`src/sv/hgc_pkg.sv`:
```
`default_nettype none
package hgc_pkg;
    localparam int MaxStops = 4;
    localparam int StopRegs = 4;
    localparam int FracBits = 12;
    localparam int QDepth = 2;
    localparam logic [16:0] TOne = 17'd4096;

    localparam logic [2:0] RegStopCount = 3'd0;
    localparam logic [2:0] RegStop0 = 3'd1;
    localparam logic [2:0] RegStopLast = 3'd4;

    localparam logic [2:0] ResetCount = 3'd4;
    localparam logic [47:0] ResetStop0 = 48'd2526451455;
    localparam logic [47:0] ResetStop1 = 48'd1765231506175;
    localparam logic [47:0] ResetStop2 = 48'd3521867219199;
    localparam logic [47:0] ResetStop3 = 48'd5282793655039;

    // Classified item handed from the front to the back.
    typedef struct packed {
        logic        black;
        logic        interp;
        logic        equal;
        logic [16:0] num;
        logic [15:0] den;
        logic [31:0] lo_color;
        logic [31:0] hi_color;
    } t_job;
endpackage
`default_nettype wire

```
`src/sv/hgc_front.sv`:
```
`default_nettype none
module hgc_front (
    input  wire logic            i_clk,
    input  wire logic            i_rst_n,
    input  wire logic            i_valid,
    output logic                 o_stall,
    input  wire logic [15:0]     i_heat_value,
    input  wire logic [2:0]      i_count,
    input  wire logic [47:0]     i_stop [hgc_pkg::StopRegs],
    output logic                 o_valid,
    input  wire logic            i_stall,
    output hgc_pkg::t_job        o_job
);
    hgc_pkg::t_job r_q [hgc_pkg::QDepth];
    logic r_wp, r_rp;
    logic [1:0] r_fill;
    hgc_pkg::t_job n_job;
    logic [2:0] w_n;
    logic w_found;
    logic w_push, w_pop;

    always_comb begin
        w_n = (i_count > 3'(hgc_pkg::MaxStops)) ? 3'(hgc_pkg::MaxStops) : i_count;
        n_job = '0;
        w_found = 1'b0;
        for (int i = 0; i < hgc_pkg::StopRegs - 1; i++) begin
            if (!w_found && (3'(i + 1) < w_n) &&
                i_heat_value >= i_stop[i][47:32] && i_heat_value <= i_stop[i+1][47:32]) begin
                w_found = 1'b1;
                n_job.interp = 1'b1;
                n_job.equal = (i_stop[i][47:32] == i_stop[i+1][47:32]);
                n_job.num = 17'(i_heat_value - i_stop[i][47:32]);
                n_job.den = i_stop[i+1][47:32] - i_stop[i][47:32];
                n_job.lo_color = i_stop[i][31:0];
                n_job.hi_color = i_stop[i+1][31:0];
            end
        end
        if (w_n == 3'd0) begin
            n_job.black = 1'b1;
        end else if (!w_found) begin
            n_job.lo_color = i_stop[2'(w_n - 3'd1)][31:0];
        end
    end

    assign o_stall = (r_fill == 2'(hgc_pkg::QDepth));
    assign w_push = i_valid && !o_stall;
    assign o_valid = (r_fill != 2'd0);
    assign w_pop = o_valid && !i_stall;
    assign o_job = r_q[r_rp];

    always_ff @(posedge i_clk) begin
        if (!i_rst_n) begin
            r_wp <= 1'b0;
            r_rp <= 1'b0;
            r_fill <= 2'd0;
        end else begin
            if (w_push) r_wp <= !r_wp;
            if (w_pop) r_rp <= !r_rp;
            r_fill <= r_fill + 2'(w_push) - 2'(w_pop);
        end
    end

    always_ff @(posedge i_clk) begin
        if (w_push) r_q[r_wp] <= n_job;
    end

    a_fill: assert property (@(posedge i_clk) disable iff (!i_rst_n)
        r_fill <= 2'(hgc_pkg::QDepth)) else $error("queue overfill");
    a_ptr: assert property (@(posedge i_clk) disable iff (!i_rst_n)
        (r_fill == 2'd0 || r_fill == 2'd2) |-> r_wp == r_rp) else $error("pointer slip");
    a_push: assert property (@(posedge i_clk) disable iff (!i_rst_n)
        (w_push && !w_pop) |=> r_fill == $past(r_fill) + 2'd1) else $error("fill count");
endmodule
`default_nettype wire

```
`src/sv/hgc_back.sv`:
```
`default_nettype none
module hgc_back (
    input  wire logic          i_clk,
    input  wire logic          i_rst_n,
    input  wire logic          i_valid,
    output logic               o_stall,
    input  wire hgc_pkg::t_job i_job,
    output logic               o_valid,
    input  wire logic          i_stall,
    output logic [7:0]         o_red,
    output logic [7:0]         o_green,
    output logic [7:0]         o_blue,
    output logic [7:0]         o_alpha,
    output logic               o_interpolated
);
    typedef enum logic [2:0] {
        S_IDLE = 3'b001, S_DIV = 3'b010, S_OUT = 3'b100
    } t_state;
    t_state r_state;
    hgc_pkg::t_job r_job;
    logic [28:0] r_rem;
    logic [12:0] r_quo;
    logic [4:0] r_cnt;
    logic w_bit;
    logic [29:0] w_trial;
    logic [16:0] w_t;
    logic [7:0] w_ch [4];

    function automatic logic [7:0] blend(input logic [7:0] a, input logic [7:0] b,
                                         input logic [16:0] t);
        logic signed [8:0] d;
        logic signed [26:0] p;
        d = $signed({1'b0, b}) - $signed({1'b0, a});
        p = 27'(d) * $signed({10'd0, t});
        return a + 8'(p >>> hgc_pkg::FracBits);
    endfunction

    // Restoring division, one quotient bit a cycle: (num << 12) / den.
    // Dividend bits are num followed by 12 zeros, MSB first.
    assign w_bit = (r_cnt >= 5'd12) ? r_job.num[5'(r_cnt - 5'd12)] : 1'b0;
    assign w_trial = {r_rem, w_bit} - {14'd0, r_job.den};
    assign w_t = (r_job.equal || !r_job.interp) ? 17'd0 :
                 ((r_quo > 13'd4096) ? hgc_pkg::TOne : 17'(r_quo));
    assign o_stall = (r_state != S_IDLE);

    always_ff @(posedge i_clk) begin
        if (!i_rst_n) begin
            r_state <= S_IDLE;
        end else begin
            case (r_state)
                S_IDLE: if (i_valid) r_state <= S_DIV;
                S_DIV: if (r_cnt == 5'd0) r_state <= S_OUT;
                S_OUT: if (!i_stall) r_state <= S_IDLE;
                default: r_state <= S_IDLE;
            endcase
        end
    end

    always_ff @(posedge i_clk) begin
        if (r_state == S_IDLE && i_valid) begin
            r_job <= i_job;
            r_rem <= 29'd0;
            r_quo <= 13'd0;
            r_cnt <= 5'd28;
        end else if (r_state == S_DIV) begin
            if (!w_trial[29]) begin
                r_rem <= w_trial[28:0];
                r_quo <= {r_quo[11:0], 1'b1};
            end else begin
                r_rem <= {r_rem[27:0], w_bit};
                r_quo <= {r_quo[11:0], 1'b0};
            end
            if (r_cnt != 5'd0) r_cnt <= r_cnt - 5'd1;
        end
    end

    always_comb begin
        for (int k = 0; k < 4; k++) begin
            w_ch[k] = r_job.black ? 8'd0 :
                blend(r_job.lo_color[k*8 +: 8], r_job.hi_color[k*8 +: 8], w_t);
        end
    end

    assign o_valid = (r_state == S_OUT);
    assign o_red = w_ch[3];
    assign o_green = w_ch[2];
    assign o_blue = w_ch[1];
    assign o_alpha = w_ch[0];
    assign o_interpolated = r_job.interp;

    a_hold: assert property (@(posedge i_clk) disable iff (!i_rst_n)
        (o_valid && i_stall) |=> o_valid && $stable(o_red)) else $error("result lost");
    a_one: assert property (@(posedge i_clk) disable iff (!i_rst_n)
        $onehot(r_state)) else $error("bad state");
    a_blk: assert property (@(posedge i_clk) disable iff (!i_rst_n)
        (o_valid && r_job.black) |-> !o_interpolated) else $error("black interp");
endmodule
`default_nettype wire

```
`src/sv/heat_gradient_colorizer.sv`:
```
`default_nettype none
// Heat value colorizer: maps an unsigned Q4.12 heat value to an RGBA8 color
// through up to four gradient stops set over the APB port (stop_count at 0x0,
// stop words at 0x8..0x20, 64-bit data). The front classifies an item
// combinationally into a two-beat queue; the back runs a 29-step bit-serial
// divider for the blend fraction and takes a new beat only once idle again.
module heat_gradient_colorizer (
    input  wire logic        i_clk,
    input  wire logic        i_rst_n,
    input  wire logic        i_valid,
    output logic             o_stall,
    input  wire logic [15:0] i_heat_value,
    output logic             o_valid,
    input  wire logic        i_stall,
    output logic [7:0]       o_red,
    output logic [7:0]       o_green,
    output logic [7:0]       o_blue,
    output logic [7:0]       o_alpha,
    output logic             o_interpolated,
    input  wire logic        psel,
    input  wire logic        penable,
    input  wire logic        pwrite,
    input  wire logic [5:0]  paddr,
    input  wire logic [63:0] pwdata,
    output logic [63:0]      prdata,
    output logic             pready
);
    logic [2:0] r_count;
    logic [47:0] r_stop [hgc_pkg::StopRegs];
    logic [2:0] w_idx;
    logic w_qv, w_qs;
    hgc_pkg::t_job w_job;

    assign pready = 1'b1;
    assign w_idx = paddr[5:3];

    always_ff @(posedge i_clk) begin
        if (!i_rst_n) begin
            r_count <= hgc_pkg::ResetCount;
            r_stop[0] <= hgc_pkg::ResetStop0;
            r_stop[1] <= hgc_pkg::ResetStop1;
            r_stop[2] <= hgc_pkg::ResetStop2;
            r_stop[3] <= hgc_pkg::ResetStop3;
        end else if (psel && penable && pwrite) begin
            if (w_idx == hgc_pkg::RegStopCount) r_count <= pwdata[2:0];
            else if (w_idx <= hgc_pkg::RegStopLast)
                r_stop[2'(w_idx - hgc_pkg::RegStop0)] <= pwdata[47:0];
        end
    end

    always_comb begin
        prdata = 64'd0;
        if (w_idx == hgc_pkg::RegStopCount) prdata = {61'd0, r_count};
        else if (w_idx <= hgc_pkg::RegStopLast)
            prdata = {16'd0, r_stop[2'(w_idx - hgc_pkg::RegStop0)]};
    end

    hgc_front u_front (
        .i_clk, .i_rst_n, .i_valid, .o_stall, .i_heat_value,
        .i_count(r_count), .i_stop(r_stop),
        .o_valid(w_qv), .i_stall(w_qs), .o_job(w_job)
    );

    hgc_back u_back (
        .i_clk, .i_rst_n, .i_valid(w_qv), .o_stall(w_qs), .i_job(w_job),
        .o_valid, .i_stall, .o_red, .o_green, .o_blue, .o_alpha, .o_interpolated
    );
endmodule
`default_nettype wire

```
`config.mk`:
```
export PLATFORM = sky130hd
export DESIGN_NAME = heat_gradient_colorizer
export DESIGN_NICKNAME = d
export VERILOG_FILES = /design/src/sv/hgc_pkg.sv /design/src/sv/hgc_front.sv /design/src/sv/hgc_back.sv /design/src/sv/heat_gradient_colorizer.sv
export SDC_FILE = /design/constraint.sdc
export NUM_CORES = 2
export LEC_CHECK = 0
export BUFFER_PORTS_ARGS = -buffer_cell sky130_fd_sc_hd__buf_2
export CORE_MARGIN = 1
export CORE_UTILIZATION = 40
export DETAILED_ROUTE_END_ITERATION = 7
export MAX_ROUTING_LAYER = met4
export PLACE_DENSITY = 0.65
export SYNTH_ARGS = -nofsm -noshare
export SYNTH_HDL_FRONTEND = slang
export SYNTH_SLANG_ARGS = --single-unit
export TNS_END_PERCENT = 1
```
`constraint.sdc`:
```
create_clock -name i_clk -period 13.3 [get_ports i_clk]
set_input_delay 2.66 -clock i_clk [delete_from_list [all_inputs] [get_ports i_clk]]
set_output_delay 2.66 -clock i_clk [all_outputs]
set_load 0.01 [all_outputs]
```
; ---- Word-level counts from Yosys, hierarchy flattened
; Memories as Yosys holds them, arrays and structs flattened. A register that Yosys moved wholly into a read port is not among the register bits.
; Cells that the tools add are included.
[classes]
add_sub_neg = 21
n_mul = 4
order_cmp = 17
n_eq_ne = 11
n_mux = 38
bitwise = 3
reduce_logical = 31
[op_table]
columns = operator, count
row1 = $mux W99, 3
row2 = $mux W48, 5
row3 = $bmux W48 S2, 2
row4 = $bwmux W192, 1
row5 = $mux W32, 4
row6 = $demux W48 S2, 1
row7 = $mul A9 B18 Y20, 4
row8 = $sub A16 B16 Y17, 3
row9 = $eq A16 B16 Y1, 3
row10 = $ge A16 B16 Y1, 3
row11 = $le A16 B16 Y1, 3
row12 = $sub A16 B16 Y16, 3
row13 = $sub A8 B8 Y9, 4
row14 = $add A8 B8 Y8, 4
row15 = $mux W8, 4
row16 = $sub A30 B16 Y30, 1
row17 = $mux W29, 1
row18 = $mux W17, 1
row19 = $logic_and A1 B1 Y1, 14
row20 = $gt A13 B13 Y1 const B, 1
row21 = $mux W13, 1
row22 = $mux W3, 4
row23 = $mux W1, 9
row24 = $pmux W3 S3, 1
row25 = 31 further kinds, 45
[totals]
regBits = 249
ram_bits = 200
input_bits = 93
out_inout_bits = 100
elab_cells = 138
memories = 1
[mem_list]
columns = memory, words, word_bits, read_ports, rd_clocked_by_memory_dff, wr, line
row1 = u_front.r_q, 2, 100, 1, 1, 1, hgc_front.sv:14  ; hgc_pkg::t_job r_q [hgc_pkg::QDepth];

; ---- Longest topological paths before layout
[logic_depth]
ltp_word = 18
depth_mapped = 40
depth_no_buf = 39

; ---- Modules after synthesis
; From an unflattened synthesis, not the netlist that was laid out.
[unflattened]
cells_unflattened = 4726
area_unflattened_um2 = 46764.9
[by_module_without_submodules]
columns = mod, n_inst, cells_each, area_each_um2, seq_area_each_um2
row1 = hgc_back, 1, 2355, 21834.7, 4003.8
row2 = hgc_front, 1, 1479, 15603.7, 6105.9
row3 = heat_gradient_colorizer, 1, 892, 9326.4, 3903.7

; ---- Worst setup path after synthesis
; OpenSTA, ideal clock, no wires.
[synth_path]
kind = reg2out
startpoint = reg u_back.r_quo[1]
endpoint = out o_green[7]
t_arrival_ns = 7.868
t_required_ns = 10.640
slack_ns = 2.772
path_stages_with_launch = 38
path_buffers = 3
path_cell_list = dfxtp_1 > clkbuf_1 > nor4_1 > nand3_1 > a21oi_1 > clkbuf_1 > clkbuf_1 > nand2_1 > or2_2 > fa_1 > fa_1 > inv_1 > fa_1 > fa_1 > inv_1 > fa_1 > inv_1 > ha_1 > [2 not listed] > a21oi_1 > a31o_2 > a21oi_1 > nor2b_1 > o21ai_0 > nand2b_1 > a211oi_1 > nor2_1 > ha_1 > o21a_1 > a21oi_1 > o21bai_1 > a21oi_1 > xnor2_1 > xnor2_1 > xnor2_1 > xnor2_1 > nor2_1
[synth_via]
elab_chain_len = 6
[synth_lines]
columns = item, line
row1 = "start, declared", hgc_back.sv:22  ; logic [12:0] r_quo;
row2 = "start signal, assigned", hgc_back.sv:68  ; r_quo <= {r_quo[11:0], 1'b1};
row3 = "start signal, assigned", hgc_back.sv:71  ; r_quo <= {r_quo[11:0], 1'b0};
row4 = $gt A13 B13 Y1, hgc_back.sv:43  ; ((r_quo > 13'd4096) ? hgc_pkg::TOne : 17'(r_quo));
row5 = $mux W13 (*), hgc_back.sv:43
row6 = $mux W17 (*), hgc_back.sv:42  ; assign w_t = (r_job.equal || !r_job.interp) ? 17'd0 :
row7 = $mul A9 B18 Y20 (*), hgc_back.sv:34  ; p = 27'(d) * $signed({10'd0, t});
row8 = $add A8 B8 Y8 (*), hgc_back.sv:35  ; return a + 8'(p >>> hgc_pkg::FracBits);
row9 = $mux W8 (*), hgc_back.sv:79  ; w_ch[k] = r_job.black ? 8'd0 :
row10 = "end, declared", heat_gradient_colorizer.sv:16  ; output logic [7:0] o_green,
; Every way passes the cells marked *; elsewhere a longest branch is shown, timed or not.

; ---- Worst setup path after layout
[layout_path]
startpoint = reg, netlist name u_back.r_job[48]
endpoint = out o_green[7]
[layout_via]
elab_chain_len = 4
[layout_lines]
columns = item, line
row1 = $sub A8 B8 Y9, hgc_back.sv:33  ; d = $signed({1'b0, b}) - $signed({1'b0, a});
row2 = $mul A9 B18 Y20, hgc_back.sv:34
row3 = $add A8 B8 Y8 (*), hgc_back.sv:35
row4 = $mux W8 (*), hgc_back.sv:79
; Marks and branches as above.

==> impl_metrics.csv <==
group,metric,value,unit
routing,drt_pass1_iterations,5,
clocking,cts_made_buffers,54,
synth,synth_flop_cell,"edfxtp_1",
clocking,post-cts-setup-buffers,0,
clocking,htreeDepth,2,
power_and_ir_drop,leakagePower,21.1,nW
clocking,cts_tree,"done",
synth,synth_seq_cells,549,
global_routing,grt_pass1_vias,33522,
setup_path,slowest_stage,"fa_1",
clocking,clockBufferDepth,3,
setup_path,path_common_cell,"fa_1",
floorplanning,ioPinCount,193,
timing,fin_crit_sh,0.921,
timing,finalSetupViolations,0,
job,maxCapViolCount,0,
final_layout,fill_cells,10716,
synth,synth_edf_count,300,
synth,synth_area,45500,µm²
global_routing,grt_pass1_wl,189000,µm
final_layout,final_cell_mix,"nand2_1, inv_1, ha_1",
synth,synth-compound-area-share,0.113,
timing,clock.fmax,81.7,MHz
setup_path,worst-path-max-fanout,5,
placement,dp_hpwl,86000,µm
setup_path,crit_arrival,9.58,ns
synth,synth_cell_type_count,86,
synth,syn_avg_cell_area,9.66,µm²
synth,synth_simple_gate_area_frac,0.158,
timing,drv_slew,0,
routing,postRouteWirelength,119000,µm
final_layout,layout_commonest_cell,"nand2_1",
synth,synth_top_family_by_area,"adder cells",
routing,ant_nets,0,
clocking,clock_sinks,549,
setup_path,crit_type,"register to output port",
min_path,hold_class,"register to register",
timing,worstMarginPinSlew,1.23,ns
timing,fin_skew,0.0257,ns
timing,whs,0.484,ns
placement,gp_congestion,0.939,
global_routing,grt_util_all_layers,0.213,
synth,yosysWarnings,0,
clocking,cts_resized,0,
min_path,whs_path_depth,2,
setup_path,critical_path_required,10.64,ns
power_and_ir_drop,p_per_area,211,nW/µm²
synth,synth_fa_ha_area_frac,0.245,
placement,dpl_worst_slack,1.67,ns
timing,setup_slack,1.06,ns
synth,synth_xor_area_frac,0.0408,
final_layout,drive_gt1_frac,0.128,
synth,netlist_instances,4705,
timing,rsz0062_at_grt,"false",
floorplanning,core,113000,µm²
floorplanning,start_util,0.404,
final_layout,nets,5530,
final_layout,syn_to_final_growth,9.22,%
placement,dp.cells,6185,
routing,routed_via_density,5.42,
global_routing,grt_max_degree,109,
setup_path,cp-end-kind,"output port",
synth,seq_area_frac_synth,0.308,
floorplanning,dieArea,115000,µm²
floorplanning,rows,123,
setup_path,rrSetupSlack,8.55,ns
setup_path,rr_worst_depth,16,
floorplanning,die_h,339,µm
placement,numPortBuffers,156,
clocking,worstSkewPairLatency,0.62,ns
setup_path,worst_setup_path_start_kind,"register",
timing,hold_violations,0,
routing,drc,0,
clocking,holdBufCountCts,0,
timing,slew_headroom,0.178,
floorplanning,die_w,339,µm
final_layout,utilization,0.441,
synth,synthMuxAreaShare,0.0714,
power_and_ir_drop,ir_worst_vdd,189,µV
synth,synthArstFlopShare,0,
routing,routedWlPerCell,18.9,µm
final_layout,final-instance-count-excl-fill,6294,
routing,drtIter0Drc,2493,
clocking,clkSlewWorstSetupHoldPaths,0.06,ns
global_routing,grt_antenna_before_repair,13,
global_routing,overflow,0,
timing,tns,0,ns
run_status,outcome,"completed",
timing,layout_min_cycle_time,12.24,ns
clocking,root_buffer,"clkbuf_16",
routing,route.vias.total,34092,
setup_path,slowest_delay,0.55,ns
Yosys cell counts (all sizes together) (5+ instances only):
master,instances,area (µm²)
a211o,10,87.6
a211oi,8,60.1
a21boi,94,706
a21o,41,308
a21oi,172,865
a221oi,16,146
a22oi,69,518
a311oi,11,96.3
a31o,5,43.8
a31oi,7,43.8
and2,27,169
and3,10,62.6
buf,66,414
clkbuf,185,694
dfxtp,249,4980
edfxtp,300,9010
fa,323,6470
ha,373,4670
inv,472,1770
mux2,104,1170
mux2i,16,160
mux4,85,1910
nand2,666,2500
nand2b,139,870
nand3,115,576
nand4,19,119
nor2,347,1310
nor2b,91,569
nor3,50,265
nor3b,6,45.0
nor4,8,56.3
o211ai,22,165
o21a,32,240
o21ai,162,815
o21bai,18,135
o221ai,35,494
o31ai,6,45.0
o41ai,6,60.1
or2,43,269
or3,26,163
xnor2,158,1390
xor2,53,464
stage by stage:
stage	instance area, µm²	power [mW]
final	49700	10.5
after global routing	49700	11.3
after CTS	49600	10.5
after detailed placement	47600	8.74
after global placement	47600	8.63
after floorplan	45500	6.82
cell families after synthesis:
logic type | count (synthesis)
xor gates and xnor gates | 211
DFF | 549
buffers and inverters | 724
and+or+nand+nor | 1569
other | 2
adders and majority gates | 696
AOI/OAI and AO/OA | 749
muxes | 205
metal layers:
layer	GRT usage	wire [µm]	up-vias
met4	0.0712	4100	0
met3	0.0285	7360	225
met1	0.288	53800	16808
met2	0.328	53600	1032
met5	-	0	-
li1	-	-	16027
flip-flops by register name (all words and copies together) (netlist names):
name,flops
u_back.r_rem,29
u_back.r_cnt,5
u_front.r_fill,2
u_back.r_job,99
u_back.r_state,3
u_front.r_rp,1
u_back.o_interpolated,1
r_count,3
r_stop,192
u_front.r_q,200
u_front.r_wp,1
u_back.r_quo,13
power by group:
| group | switching (mW) | internal [mW] | leakage, nW |
|---|---|---|---|
| Combinational | 3.84 | 2.52 | 15.3 |
| Sequential | 0.191 | 2.18 | 4.85 |
| Clock | 0.685 | 1.04 | 0.977 |
final cells by class:
class | instances | area, µm² | area share
Sequential cell | 549 | 14000 | 0.282
Clock inverter | 41 | 599 | 0.0121
Inverter | 473 | 1780 | 0.0358
Clock buffer | 59 | 1400 | 0.0282
Multi-Input combinational cell | 3447 | 28800 | 0.579
Antenna cell | 9 | 22.5 | 0.000454
Tap cell | 1500 | 1880 | 0.0378
Timing Repair Buffer | 216 | 1240 | 0.0249
critical path, delay by kind of cell, from the launching register on:
kind / cells / cell delay (ns)
fa+ha+maj: 9 / 3.57
compound gates: 12 / 2.25
xor+xnor: 5 / 1.37
simple gates: 8 / 1.01
flops: 1 / 0.43
buf+inv: 4 / 0.35
worst paths after layout:
kind | from | endpoint
worst max-delay path | u_back.r_job[48]$_DFFE_PP_ | o_green[7]
worst min-delay path | r_stop[179]$_SDFFE_PN0P_ | r_stop[179]$_SDFFE_PN0P_
worst max register to register | u_back.r_cnt[0]$_SDFFE_PP0P_ | u_back.r_rem[0]$_SDFFE_PP0P_
worst min register to register | r_stop[179]$_SDFFE_PN0P_ | r_stop[179]$_SDFFE_PN0P_
Power figures use the tool's default switching activity.
